$ cat src/hw/rtl/gbn_pkg.sv
package gbn_pkg;

    // field widths
    localparam int CMD_W   = 2;
    localparam int SEQ_W   = 8;
    localparam int KIND_W  = 3;
    localparam int CNT_W   = 7;
    localparam int TMO_W   = 20;
    localparam int QUOTA_W = 32;
    localparam int CFG_W   = 32;
    localparam int REG_IDX_W = 1;

    // sequence space and window, bounded by the 8-bit sequence fields
    localparam int unsigned SEQ_SPACE  = 256;
    localparam int unsigned WINDOW     = 64;
    localparam int unsigned MAX_BURST  = 64;
    localparam int          MOD_W      = SEQ_W + 1;
    localparam int unsigned EFF_WIN_A  = (WINDOW < SEQ_SPACE - 1) ? WINDOW : SEQ_SPACE - 1;
    localparam int unsigned EFF_WINDOW = (EFF_WIN_A < MAX_BURST) ? EFF_WIN_A : MAX_BURST;

    localparam logic [MOD_W-1:0]   SEQ_MOD   = MOD_W'(SEQ_SPACE);
    localparam logic [SEQ_W-1:0]   EFF_WIN   = SEQ_W'(EFF_WINDOW);

    // register reset values
    localparam logic [TMO_W-1:0]   TIMEOUT_RESET = TMO_W'(20000);
    localparam logic [QUOTA_W-1:0] QUOTA_RESET   = QUOTA_W'(1000000);
    localparam logic [TMO_W-1:0]   ELAPSED_MAX   = '1;

    typedef enum logic [CMD_W-1:0] {
        CMD_FILL = 2'd0,
        CMD_ACK  = 2'd1,
        CMD_TICK = 2'd2,
        CMD_NONE = 2'd3
    } cmd_code_t;

    typedef enum logic [KIND_W-1:0] {
        EV_NEW     = 3'd0,
        EV_RESENT  = 3'd1,
        EV_ACK     = 3'd2,
        EV_IGNORED = 3'd3,
        EV_NONE    = 3'd4
    } event_kind_t;

    typedef enum logic [REG_IDX_W-1:0] {
        REG_TIMEOUT = 1'b0,
        REG_QUOTA   = 1'b1
    } reg_index_t;

    // (a + 1) mod SEQ_SPACE
    function automatic logic [SEQ_W-1:0] seq_inc(input logic [SEQ_W-1:0] a);
        logic [MOD_W-1:0] s;
        s = {1'b0, a} + MOD_W'(1);
        if (s >= SEQ_MOD)
            s = s - SEQ_MOD;
        return s[SEQ_W-1:0];
    endfunction

    // (a + n) mod SEQ_SPACE, n below SEQ_SPACE
    function automatic logic [SEQ_W-1:0] seq_add(input logic [SEQ_W-1:0] a,
                                                 input logic [CNT_W-1:0] n);
        logic [MOD_W-1:0] s;
        s = {1'b0, a} + MOD_W'(n);
        if (s >= SEQ_MOD)
            s = s - SEQ_MOD;
        return s[SEQ_W-1:0];
    endfunction

    // (a - b) mod SEQ_SPACE
    function automatic logic [SEQ_W-1:0] seq_sub(input logic [SEQ_W-1:0] a,
                                                 input logic [SEQ_W-1:0] b);
        logic [MOD_W-1:0] d;
        if (a >= b)
            d = {1'b0, a} - {1'b0, b};
        else
            d = ({1'b0, a} + SEQ_MOD) - {1'b0, b};
        return d[SEQ_W-1:0];
    endfunction

endpackage

$ cat src/hw/rtl/gbn_if.sv
interface gbn_cmd_if import gbn_pkg::*; ();
    logic             valid;
    logic             ready;
    logic [CMD_W-1:0] command;
    logic [SEQ_W-1:0] ack_number;
    logic             ack_good;

    modport source (output valid, command, ack_number, ack_good, input ready);
    modport sink   (input valid, command, ack_number, ack_good, output ready);
endinterface

interface gbn_evt_if import gbn_pkg::*; ();
    logic              valid;
    logic              ready;
    logic [KIND_W-1:0] event_kind;
    logic [SEQ_W-1:0]  frame_number;
    logic [CNT_W-1:0]  acked_count;
    logic              quota_done;
    logic              window_empty;
    logic              last;

    modport source (output valid, event_kind, frame_number, acked_count, quota_done,
                    window_empty, last, input ready);
    modport sink   (input valid, event_kind, frame_number, acked_count, quota_done,
                    window_empty, last, output ready);
endinterface

$ cat src/hw/rtl/go_back_n_sender_window_unit.sv
// channel  dir  payload                                                  word
// cmd      in   command, ack_number, ack_good                            one command
// evt      out  event_kind, frame_number, acked_count, quota_done,       one result
//               window_empty, last
// cfg      in   cfg_we, cfg_index, cfg_data (no handshake)               one register
//
// a command goes through accept (idle), evaluate and one emit step per result:
// one result for ack, idle and unexpired tick, n for a burst of n frames (n up to 64)
// the evaluate cycle holds the one shared 32-bit subtract/compare (quota against issued)
// cmd.ready is high only in idle; a held result in the evt register stalls the burst
// rst_n is asynchronous, active low: window, counters and timer cleared, registers
// back to timeout 20000 ticks and quota 1000000 frames
module go_back_n_sender_window_unit
    import gbn_pkg::*;
(
    input  logic                 clk,
    input  logic                 rst_n,
    gbn_cmd_if.sink              cmd,
    gbn_evt_if.source            evt,
    input  logic                 cfg_we,
    input  logic [REG_IDX_W-1:0] cfg_index,
    input  logic [CFG_W-1:0]     cfg_data
);

    typedef enum logic [2:0] {
        S_IDLE = 3'b001,
        S_CALC = 3'b010,
        S_EMIT = 3'b100
    } state_t;

    // sequencer and window state
    state_t              state_reg,   state_next;
    logic [TMO_W-1:0]    timeout_reg, timeout_next;
    logic [QUOTA_W-1:0]  quota_reg,   quota_next;
    logic [SEQ_W-1:0]    base_reg,    base_next;
    logic [SEQ_W-1:0]    next_num_reg, next_num_next;
    logic [QUOTA_W-1:0]  issued_reg,  issued_next;
    logic [QUOTA_W-1:0]  acked_reg,   acked_next;
    logic                running_reg, running_next;
    logic [TMO_W-1:0]    elapsed_reg, elapsed_next;
    logic [CNT_W-1:0]    remain_reg,  remain_next;
    logic                evt_valid_reg, evt_valid_next;

    // latched command word
    cmd_code_t           cmd_reg,  cmd_next;
    logic [SEQ_W-1:0]    ack_reg,  ack_next;
    logic                good_reg, good_next;

    // burst descriptor set up in the evaluate cycle
    event_kind_t         kind_reg,  kind_next;
    logic [SEQ_W-1:0]    frame_reg, frame_next;
    logic [CNT_W-1:0]    count_reg, count_next;
    logic                qdone_reg, qdone_next;
    logic                empty_reg, empty_next;

    // result register
    event_kind_t         out_kind_reg,  out_kind_next;
    logic [SEQ_W-1:0]    out_frame_reg, out_frame_next;
    logic [CNT_W-1:0]    out_count_reg, out_count_next;
    logic                out_qdone_reg, out_qdone_next;
    logic                out_empty_reg, out_empty_next;
    logic                out_last_reg,  out_last_next;

    // evaluate-cycle datapath
    logic [SEQ_W-1:0]    outstanding;
    logic [QUOTA_W:0]    quota_diff;      // shared subtractor, msb is the borrow
    logic [QUOTA_W-1:0]  quota_left;
    logic                quota_open;
    logic [SEQ_W-1:0]    avail;
    logic [CNT_W-1:0]    fill_n;
    logic                fill_qdone;
    logic [SEQ_W-1:0]    ack_offset;
    logic                ack_ok;
    logic [SEQ_W-1:0]    new_base;
    logic [TMO_W-1:0]    el_inc;
    logic [TMO_W-1:0]    limit;
    logic                load_word;

    always_comb
    begin
        outstanding = seq_sub(next_num_reg, base_reg);

        // quota - issued; no borrow and nonzero means frames are still owed
        quota_diff  = {1'b0, quota_reg} - {1'b0, issued_reg};
        quota_left  = quota_diff[QUOTA_W-1:0];
        quota_open  = !quota_diff[QUOTA_W] && (quota_left != '0);

        // free window slots, then clip by what the quota still allows
        avail = EFF_WIN - outstanding;
        if (!quota_open)
            fill_n = '0;
        else if (quota_left < QUOTA_W'(avail))
            fill_n = quota_left[CNT_W-1:0];
        else
            fill_n = avail[CNT_W-1:0];
        fill_qdone = !quota_open || (quota_left <= QUOTA_W'(avail));

        // cumulative ack must land inside the outstanding frames
        ack_offset = seq_sub(ack_reg, base_reg);
        ack_ok     = good_reg && ({1'b0, ack_reg} < SEQ_MOD) && (ack_offset < outstanding);
        new_base   = seq_inc(ack_reg);

        // saturating timer, zero timeout counts as one
        el_inc = (elapsed_reg == ELAPSED_MAX) ? elapsed_reg : elapsed_reg + TMO_W'(1);
        limit  = (timeout_reg == '0) ? TMO_W'(1) : timeout_reg;
    end

    assign load_word = (state_reg == S_EMIT) && (!evt_valid_reg || evt.ready);

    always_comb
    begin
        state_next     = state_reg;
        timeout_next   = timeout_reg;
        quota_next     = quota_reg;
        base_next      = base_reg;
        next_num_next  = next_num_reg;
        issued_next    = issued_reg;
        acked_next     = acked_reg;
        running_next   = running_reg;
        elapsed_next   = elapsed_reg;
        remain_next    = remain_reg;
        cmd_next       = cmd_reg;
        ack_next       = ack_reg;
        good_next      = good_reg;
        kind_next      = kind_reg;
        frame_next     = frame_reg;
        count_next     = count_reg;
        qdone_next     = qdone_reg;
        empty_next     = empty_reg;
        out_kind_next  = out_kind_reg;
        out_frame_next = out_frame_reg;
        out_count_next = out_count_reg;
        out_qdone_next = out_qdone_reg;
        out_empty_next = out_empty_reg;
        out_last_next  = out_last_reg;

        // result register drains when taken
        if (load_word)
            evt_valid_next = 1'b1;
        else if (evt.ready)
            evt_valid_next = 1'b0;
        else
            evt_valid_next = evt_valid_reg;

        unique case (state_reg)
            S_IDLE:
            begin
                if (cmd.valid)
                begin
                    cmd_next   = cmd_code_t'(cmd.command);
                    ack_next   = cmd.ack_number;
                    good_next  = cmd.ack_good;
                    state_next = S_CALC;
                end
            end

            S_CALC:
            begin
                // defaults: a single result, state after the step
                kind_next   = EV_NONE;
                remain_next = CNT_W'(1);
                count_next  = '0;
                frame_next  = '0;
                qdone_next  = !quota_open;
                empty_next  = (outstanding == '0);
                state_next  = S_EMIT;

                unique case (cmd_reg)
                    CMD_FILL:
                    begin
                        qdone_next = fill_qdone;
                        if (fill_n != '0)
                        begin
                            kind_next     = EV_NEW;
                            remain_next   = fill_n;
                            frame_next    = next_num_reg;
                            next_num_next = seq_add(next_num_reg, fill_n);
                            issued_next   = issued_reg + QUOTA_W'(fill_n);
                            empty_next    = 1'b0;
                            // first frame into an empty window starts the timer
                            if (base_reg == next_num_reg)
                            begin
                                running_next = 1'b1;
                                elapsed_next = '0;
                            end
                        end
                    end

                    CMD_ACK:
                    begin
                        if (ack_ok)
                        begin
                            kind_next  = EV_ACK;
                            count_next = ack_offset[CNT_W-1:0] + CNT_W'(1);
                            acked_next = acked_reg + QUOTA_W'(ack_offset) + QUOTA_W'(1);
                            base_next  = new_base;
                            // timer stops once everything is acked, else restarts
                            running_next = (new_base != next_num_reg);
                            elapsed_next = '0;
                            empty_next   = (new_base == next_num_reg);
                        end
                        else
                        begin
                            kind_next = EV_IGNORED;
                        end
                    end

                    CMD_TICK:
                    begin
                        if (running_reg)
                        begin
                            elapsed_next = el_inc;
                            if (el_inc >= limit)
                            begin
                                // timeout: resend the whole window from base
                                elapsed_next = '0;
                                if (outstanding == '0)
                                begin
                                    running_next = 1'b0;
                                end
                                else
                                begin
                                    running_next = 1'b1;
                                    kind_next    = EV_RESENT;
                                    remain_next  = outstanding[CNT_W-1:0];
                                    frame_next   = base_reg;
                                end
                            end
                        end
                    end

                    CMD_NONE:
                    begin
                        kind_next = EV_NONE;
                    end

                    default:
                    begin
                        kind_next = EV_NONE;
                    end
                endcase
            end

            S_EMIT:
            begin
                if (load_word)
                begin
                    out_kind_next  = kind_reg;
                    out_frame_next = (kind_reg == EV_NEW || kind_reg == EV_RESENT)
                                     ? frame_reg : '0;
                    out_count_next = count_reg;
                    out_qdone_next = qdone_reg;
                    out_empty_next = empty_reg;
                    out_last_next  = (remain_reg == CNT_W'(1));
                    frame_next     = seq_inc(frame_reg);
                    remain_next    = remain_reg - CNT_W'(1);
                    if (remain_reg == CNT_W'(1))
                        state_next = S_IDLE;
                end
            end

            default:
            begin
                state_next = S_IDLE;
            end
        endcase

        // register writes, to be issued only while idle; the block does not enforce this
        if (cfg_we)
        begin
            unique case (reg_index_t'(cfg_index))
                REG_TIMEOUT: timeout_next = cfg_data[TMO_W-1:0];
                REG_QUOTA:   quota_next   = cfg_data[QUOTA_W-1:0];
                default:     timeout_next = timeout_reg;
            endcase
        end
    end

    // control and window state
    always_ff @(posedge clk or negedge rst_n)
    begin
        if (!rst_n)
        begin
            state_reg     <= S_IDLE;
            timeout_reg   <= TIMEOUT_RESET;
            quota_reg     <= QUOTA_RESET;
            base_reg      <= '0;
            next_num_reg  <= '0;
            issued_reg    <= '0;
            acked_reg     <= '0;
            running_reg   <= 1'b0;
            elapsed_reg   <= '0;
            remain_reg    <= '0;
            evt_valid_reg <= 1'b0;
        end
        else
        begin
            state_reg     <= state_next;
            timeout_reg   <= timeout_next;
            quota_reg     <= quota_next;
            base_reg      <= base_next;
            next_num_reg  <= next_num_next;
            issued_reg    <= issued_next;
            acked_reg     <= acked_next;
            running_reg   <= running_next;
            elapsed_reg   <= elapsed_next;
            remain_reg    <= remain_next;
            evt_valid_reg <= evt_valid_next;
        end
    end

    // payload, no reset
    always_ff @(posedge clk)
    begin
        cmd_reg       <= cmd_next;
        ack_reg       <= ack_next;
        good_reg      <= good_next;
        kind_reg      <= kind_next;
        frame_reg     <= frame_next;
        count_reg     <= count_next;
        qdone_reg     <= qdone_next;
        empty_reg     <= empty_next;
        out_kind_reg  <= out_kind_next;
        out_frame_reg <= out_frame_next;
        out_count_reg <= out_count_next;
        out_qdone_reg <= out_qdone_next;
        out_empty_reg <= out_empty_next;
        out_last_reg  <= out_last_next;
    end

    assign cmd.ready        = (state_reg == S_IDLE);
    assign evt.valid        = evt_valid_reg;
    assign evt.event_kind   = out_kind_reg;
    assign evt.frame_number = out_frame_reg;
    assign evt.acked_count  = out_count_reg;
    assign evt.quota_done   = out_qdone_reg;
    assign evt.window_empty = out_empty_reg;
    assign evt.last         = out_last_reg;

endmodule

$ cat src/flat_wrapper.sv
// flat-port wrapper written by rule: the top's interface ports become plain ports
module go_back_n_sender_window_unit_flat import gbn_pkg::*;
  (clk, rst_n, cfg_we, cfg_index, cfg_data, cmd_valid, cmd_command, cmd_ack_number, cmd_ack_good, cmd_ready, evt_valid, evt_event_kind, evt_frame_number, evt_acked_count, evt_quota_done, evt_window_empty, evt_last, evt_ready);
  gbn_cmd_if cmd_i ();
  gbn_evt_if evt_i ();
  input  logic clk;
  input  logic rst_n;
  input  logic cfg_we;
  input  logic [REG_IDX_W-1:0] cfg_index;
  input  logic [CFG_W-1:0] cfg_data;
  input wire logic [$bits(cmd_i.valid)-1:0] cmd_valid;
  input wire logic [$bits(cmd_i.command)-1:0] cmd_command;
  input wire logic [$bits(cmd_i.ack_number)-1:0] cmd_ack_number;
  input wire logic [$bits(cmd_i.ack_good)-1:0] cmd_ack_good;
  output wire logic [$bits(cmd_i.ready)-1:0] cmd_ready;
  output wire logic [$bits(evt_i.valid)-1:0] evt_valid;
  output wire logic [$bits(evt_i.event_kind)-1:0] evt_event_kind;
  output wire logic [$bits(evt_i.frame_number)-1:0] evt_frame_number;
  output wire logic [$bits(evt_i.acked_count)-1:0] evt_acked_count;
  output wire logic [$bits(evt_i.quota_done)-1:0] evt_quota_done;
  output wire logic [$bits(evt_i.window_empty)-1:0] evt_window_empty;
  output wire logic [$bits(evt_i.last)-1:0] evt_last;
  input wire logic [$bits(evt_i.ready)-1:0] evt_ready;
  assign cmd_i.valid = cmd_valid;
  assign cmd_i.command = cmd_command;
  assign cmd_i.ack_number = cmd_ack_number;
  assign cmd_i.ack_good = cmd_ack_good;
  assign cmd_ready = cmd_i.ready;
  assign evt_valid = evt_i.valid;
  assign evt_event_kind = evt_i.event_kind;
  assign evt_frame_number = evt_i.frame_number;
  assign evt_acked_count = evt_i.acked_count;
  assign evt_quota_done = evt_i.quota_done;
  assign evt_window_empty = evt_i.window_empty;
  assign evt_last = evt_i.last;
  assign evt_i.ready = evt_ready;
  go_back_n_sender_window_unit u_core (.clk(clk), .rst_n(rst_n), .cmd(cmd_i), .evt(evt_i), .cfg_we(cfg_we), .cfg_index(cfg_index), .cfg_data(cfg_data));
endmodule
$ cat config.mk
export PLATFORM = sky130hd
export DESIGN_NAME = go_back_n_sender_window_unit_flat
export DESIGN_NICKNAME = d
export VERILOG_FILES = /design/src/hw/rtl/gbn_pkg.sv /design/src/hw/rtl/gbn_if.sv /design/src/hw/rtl/go_back_n_sender_window_unit.sv /design/src/flat_wrapper.sv
export SDC_FILE = /design/constraint.sdc
export NUM_CORES = 1
export LEC_CHECK = 0
export ABC_AREA = 1
export BUFFER_PORTS_ARGS = -buffer_cell sky130_fd_sc_hd__buf_2
export CORE_MARGIN = 5
export CORE_UTILIZATION = 55
export CTS_CLUSTER_SIZE = 24
export DETAILED_ROUTE_END_ITERATION = 7
export PLACE_DENSITY = 0.84
export SLEW_MARGIN = 20
export SYNTH_ARGS = -nofsm -noshare
export SYNTH_HDL_FRONTEND = slang
export SYNTH_SLANG_ARGS = --single-unit
$ cat constraint.sdc
create_clock -name clk -period 5.8 [get_ports clk]
set_clock_uncertainty 0.05 [all_clocks]
set_input_delay 0.29 -clock clk [delete_from_list [all_inputs] [get_ports clk]]
set_output_delay 0.29 -clock clk [all_outputs]
set_load 0.005 [all_outputs]
==> metrics <==
status=complete, no violations; gr usage total=25.9%; Synth Cell Area=0.0141 sq mm; Slew Viols, Final=0; Num CTS Buffers=17; largest net degree at the start of global routing=between 60 and 70; Static Leak=around 8 nW; Die W=170 microns; sequential fraction of the synthesis area=34.7%; clock sink count=184; die area=0.0289 sq mm; Die H=170 microns; Post-synth EDFFs=52; DRC=0; num ports=72; Synthesized Nets=roughly 2200; critical path's top delay family=simple AND/OR/NAND/NOR gates; Antenna Nets Post-Route=0; CTS clock-pin slew for the worst setup and hold paths=0.08 ns; port bufs=71; synthesis-to-layout area growth=12.0%; Slew HR=29.2%; fillers=~2200; met1 Use GR=32.6%; CP startpoint kind=flop; antenna violations before repair=0; Core Area=0.0252 sq mm; Largest stage delay, worst path=0.46 ns; PnR Total Power=about 8.2 mW; pwr dens=521 mW/mm^2; WP buf/inv=7; CTS max path bufs=2; Final Hold Viols=0; clk_lat worst skew=between 0.4 and 0.5 ns; Hold Path Class=in2reg; DR WL/cell=15.4 microns; Vias=12900; post-place setup slack=0.0866 ns; endpoints failing setup=0; vias in the first global route=between 10000 and 15000; met2 Track Usage GR=43.9%; crit end category=flop; diode count=0; first-iteration detailed-routing DRC count=1123; final critical-path share of the clock period=around 94%; Least-Margin Pin Slew=1.06 ns; Synth Flop Type=dfrtp_1; fin crit period=5.45 ns; most frequent cells in the layout=596 x nand2_1, 365 x inv_1, 159 x nor2_1; Root Driver=clkbuf_16; CP Data Arrival Time=5.78 ns; Yosys reg bits=184; Cell Count, Final, Fillers Out=2425; Initial Util=55.9%; Avg Inst Size Synth=7.07 sq um; Pre-antenna DRT Iters=5; Slowest cell on crit path=fa_1; layout cells sized above 1=10.4%; Peak Freq=183 MHz; CTS tree=done; Row Count=58; Most Frequent Cell on Critical Path=inv_1; placed cell count=2375; # nets final=2243; GR peak layer=met2; vias per cell=5.34; Max Cap Violations=0; Distinct cells, synth=57; worst vdd ir=roughly 360 uV; Ys Warns=0; ys async rst share=71.7%; gr ovfl total=0; CTS H-tree depth=4; WS Path Type=reg2reg; most common cell after layout, fill and taps aside=nand2_1; routability cong.=0.951; met3 usage=between 3 and 4%; Worst Path Required=6.13 ns; Critical Path Fanout Max=5; first-pass GRT wire length=60800 microns; DP HPWL=29000 microns; synthesized netlist cell count=1989; min setup slack post-route=0.349 ns; final WL=37400 microns
## report_power, final
part	internal (mW)	switching, mW	total (mW)
Clock	0.627	0.602	1.23
Sequential	1.60	0.182	1.79
Combinational	1.90	3.30	5.20
Total	4.13	4.08	8.21
## through the flow
stage               TNS (ns)  utilization, %  cell area, sq um  hold WS, ns
floorplan                  0               -             14100      -0.0556
global placement           0            58.9             14800        0.301
detailed placement         0            58.9             14800        0.300
CTS                        0            61.9             15600      0.00359
global route         -0.0829            62.6             15800       0.0103
finish                     0            62.6             15800       0.0166
## per-layer routing
layer  wire length [microns]  up-vias
li1                        -     6482
met1                   15600     5930
met2                   17800      435
met3                    1940       98
met4                    2000        0
met5                       0        -
## worst paths after layout
check / startpoint / end / slack [ns] / depth (start not counted)
hold reg to reg: u_core.count_reg[5]$_SDFFCE_PN0P_ / u_core.evt.acked_count[5]$_DFFE_PP_ / 0.38 / 0
setup / recovery: u_core.next_num_reg[0]$_DFFE_PN0P_ / u_core.issued_reg[26]$_DFFE_PN0P_ / 0.35 / 31
setup reg to reg: u_core.next_num_reg[0]$_DFFE_PN0P_ / u_core.issued_reg[26]$_DFFE_PN0P_ / 0.35 / 31
min in group asynchronous: rst_n / u_core.elapsed_reg[14]$_DFFE_PN0P_ / 0.38 / 2
max in group asynchronous: rst_n / u_core.timeout_reg[6]$_DFFE_PN0P_ / 3.96 / 3
hold / removal: cfg_data[24] / u_core.quota_reg[24]$_DFFE_PN0P_ / 0.02 / 2
## final cells by class
| type | instances | area [sq um] | share of cell area, % |
|---|---|---|---|
| clock buffer | 17 | 425 | 2.70 |
| clock inverter | 15 | 205 | 1.30 |
| inverter | 379 | 1420 | 9.03 |
| multi-input combinational | 1397 | 7760 | 49.3 |
| sequential | 184 | 4880 | 31.0 |
| tap | 330 | 413 | 2.62 |
| timing repair buffer | 103 | 647 | 4.11 |
## cell families after synthesis
logic type               Yosys count  share of synthesized area, %
flip-flops                       184                          34.7
XOR/XNOR                          82                          5.11
buffers and inverters            408                          11.1
adder cells (fa/ha/maj)          112                          10.2
AO/OA/AOI/OAI                    238                          9.29
multiplexers                      12                         0.961
AND/OR/NAND/NOR                  953                          28.6
## synthesized netlist by cell type (all sizes together), types with 3 or more instances
library cell	number	area [sq um]
clkbuf	18	70.1
nand3b	6	45.0
a31oi	6	37.5
dfstp	13	342
a211oi	5	37.5
clkinv	5	18.8
a21oi	73	365
nand4	34	213
nor2	174	721
nor4	9	56.3
xor2	70	613
mux2	12	135
fa	5	100
nor3	40	200
or2	7	43.8
ha	107	1340
o21a	4	30.0
buf	11	73.8
xnor2	12	105
inv	374	1400
nand2	603	2280
dfrtp	119	2980
o22ai	3	18.8
o21ai	129	668
nand3	75	428
edfxtp	52	1560
## timing repair
item | CTS | global route
hold buffers | 13 | 0
setup endpoints to repair | 0 | 20
resized for setup | 0 | 26
setup buffers | 0 | 5
endpoints found under the hold margin | 68 | 0
(Power assumes the default switching activity.)
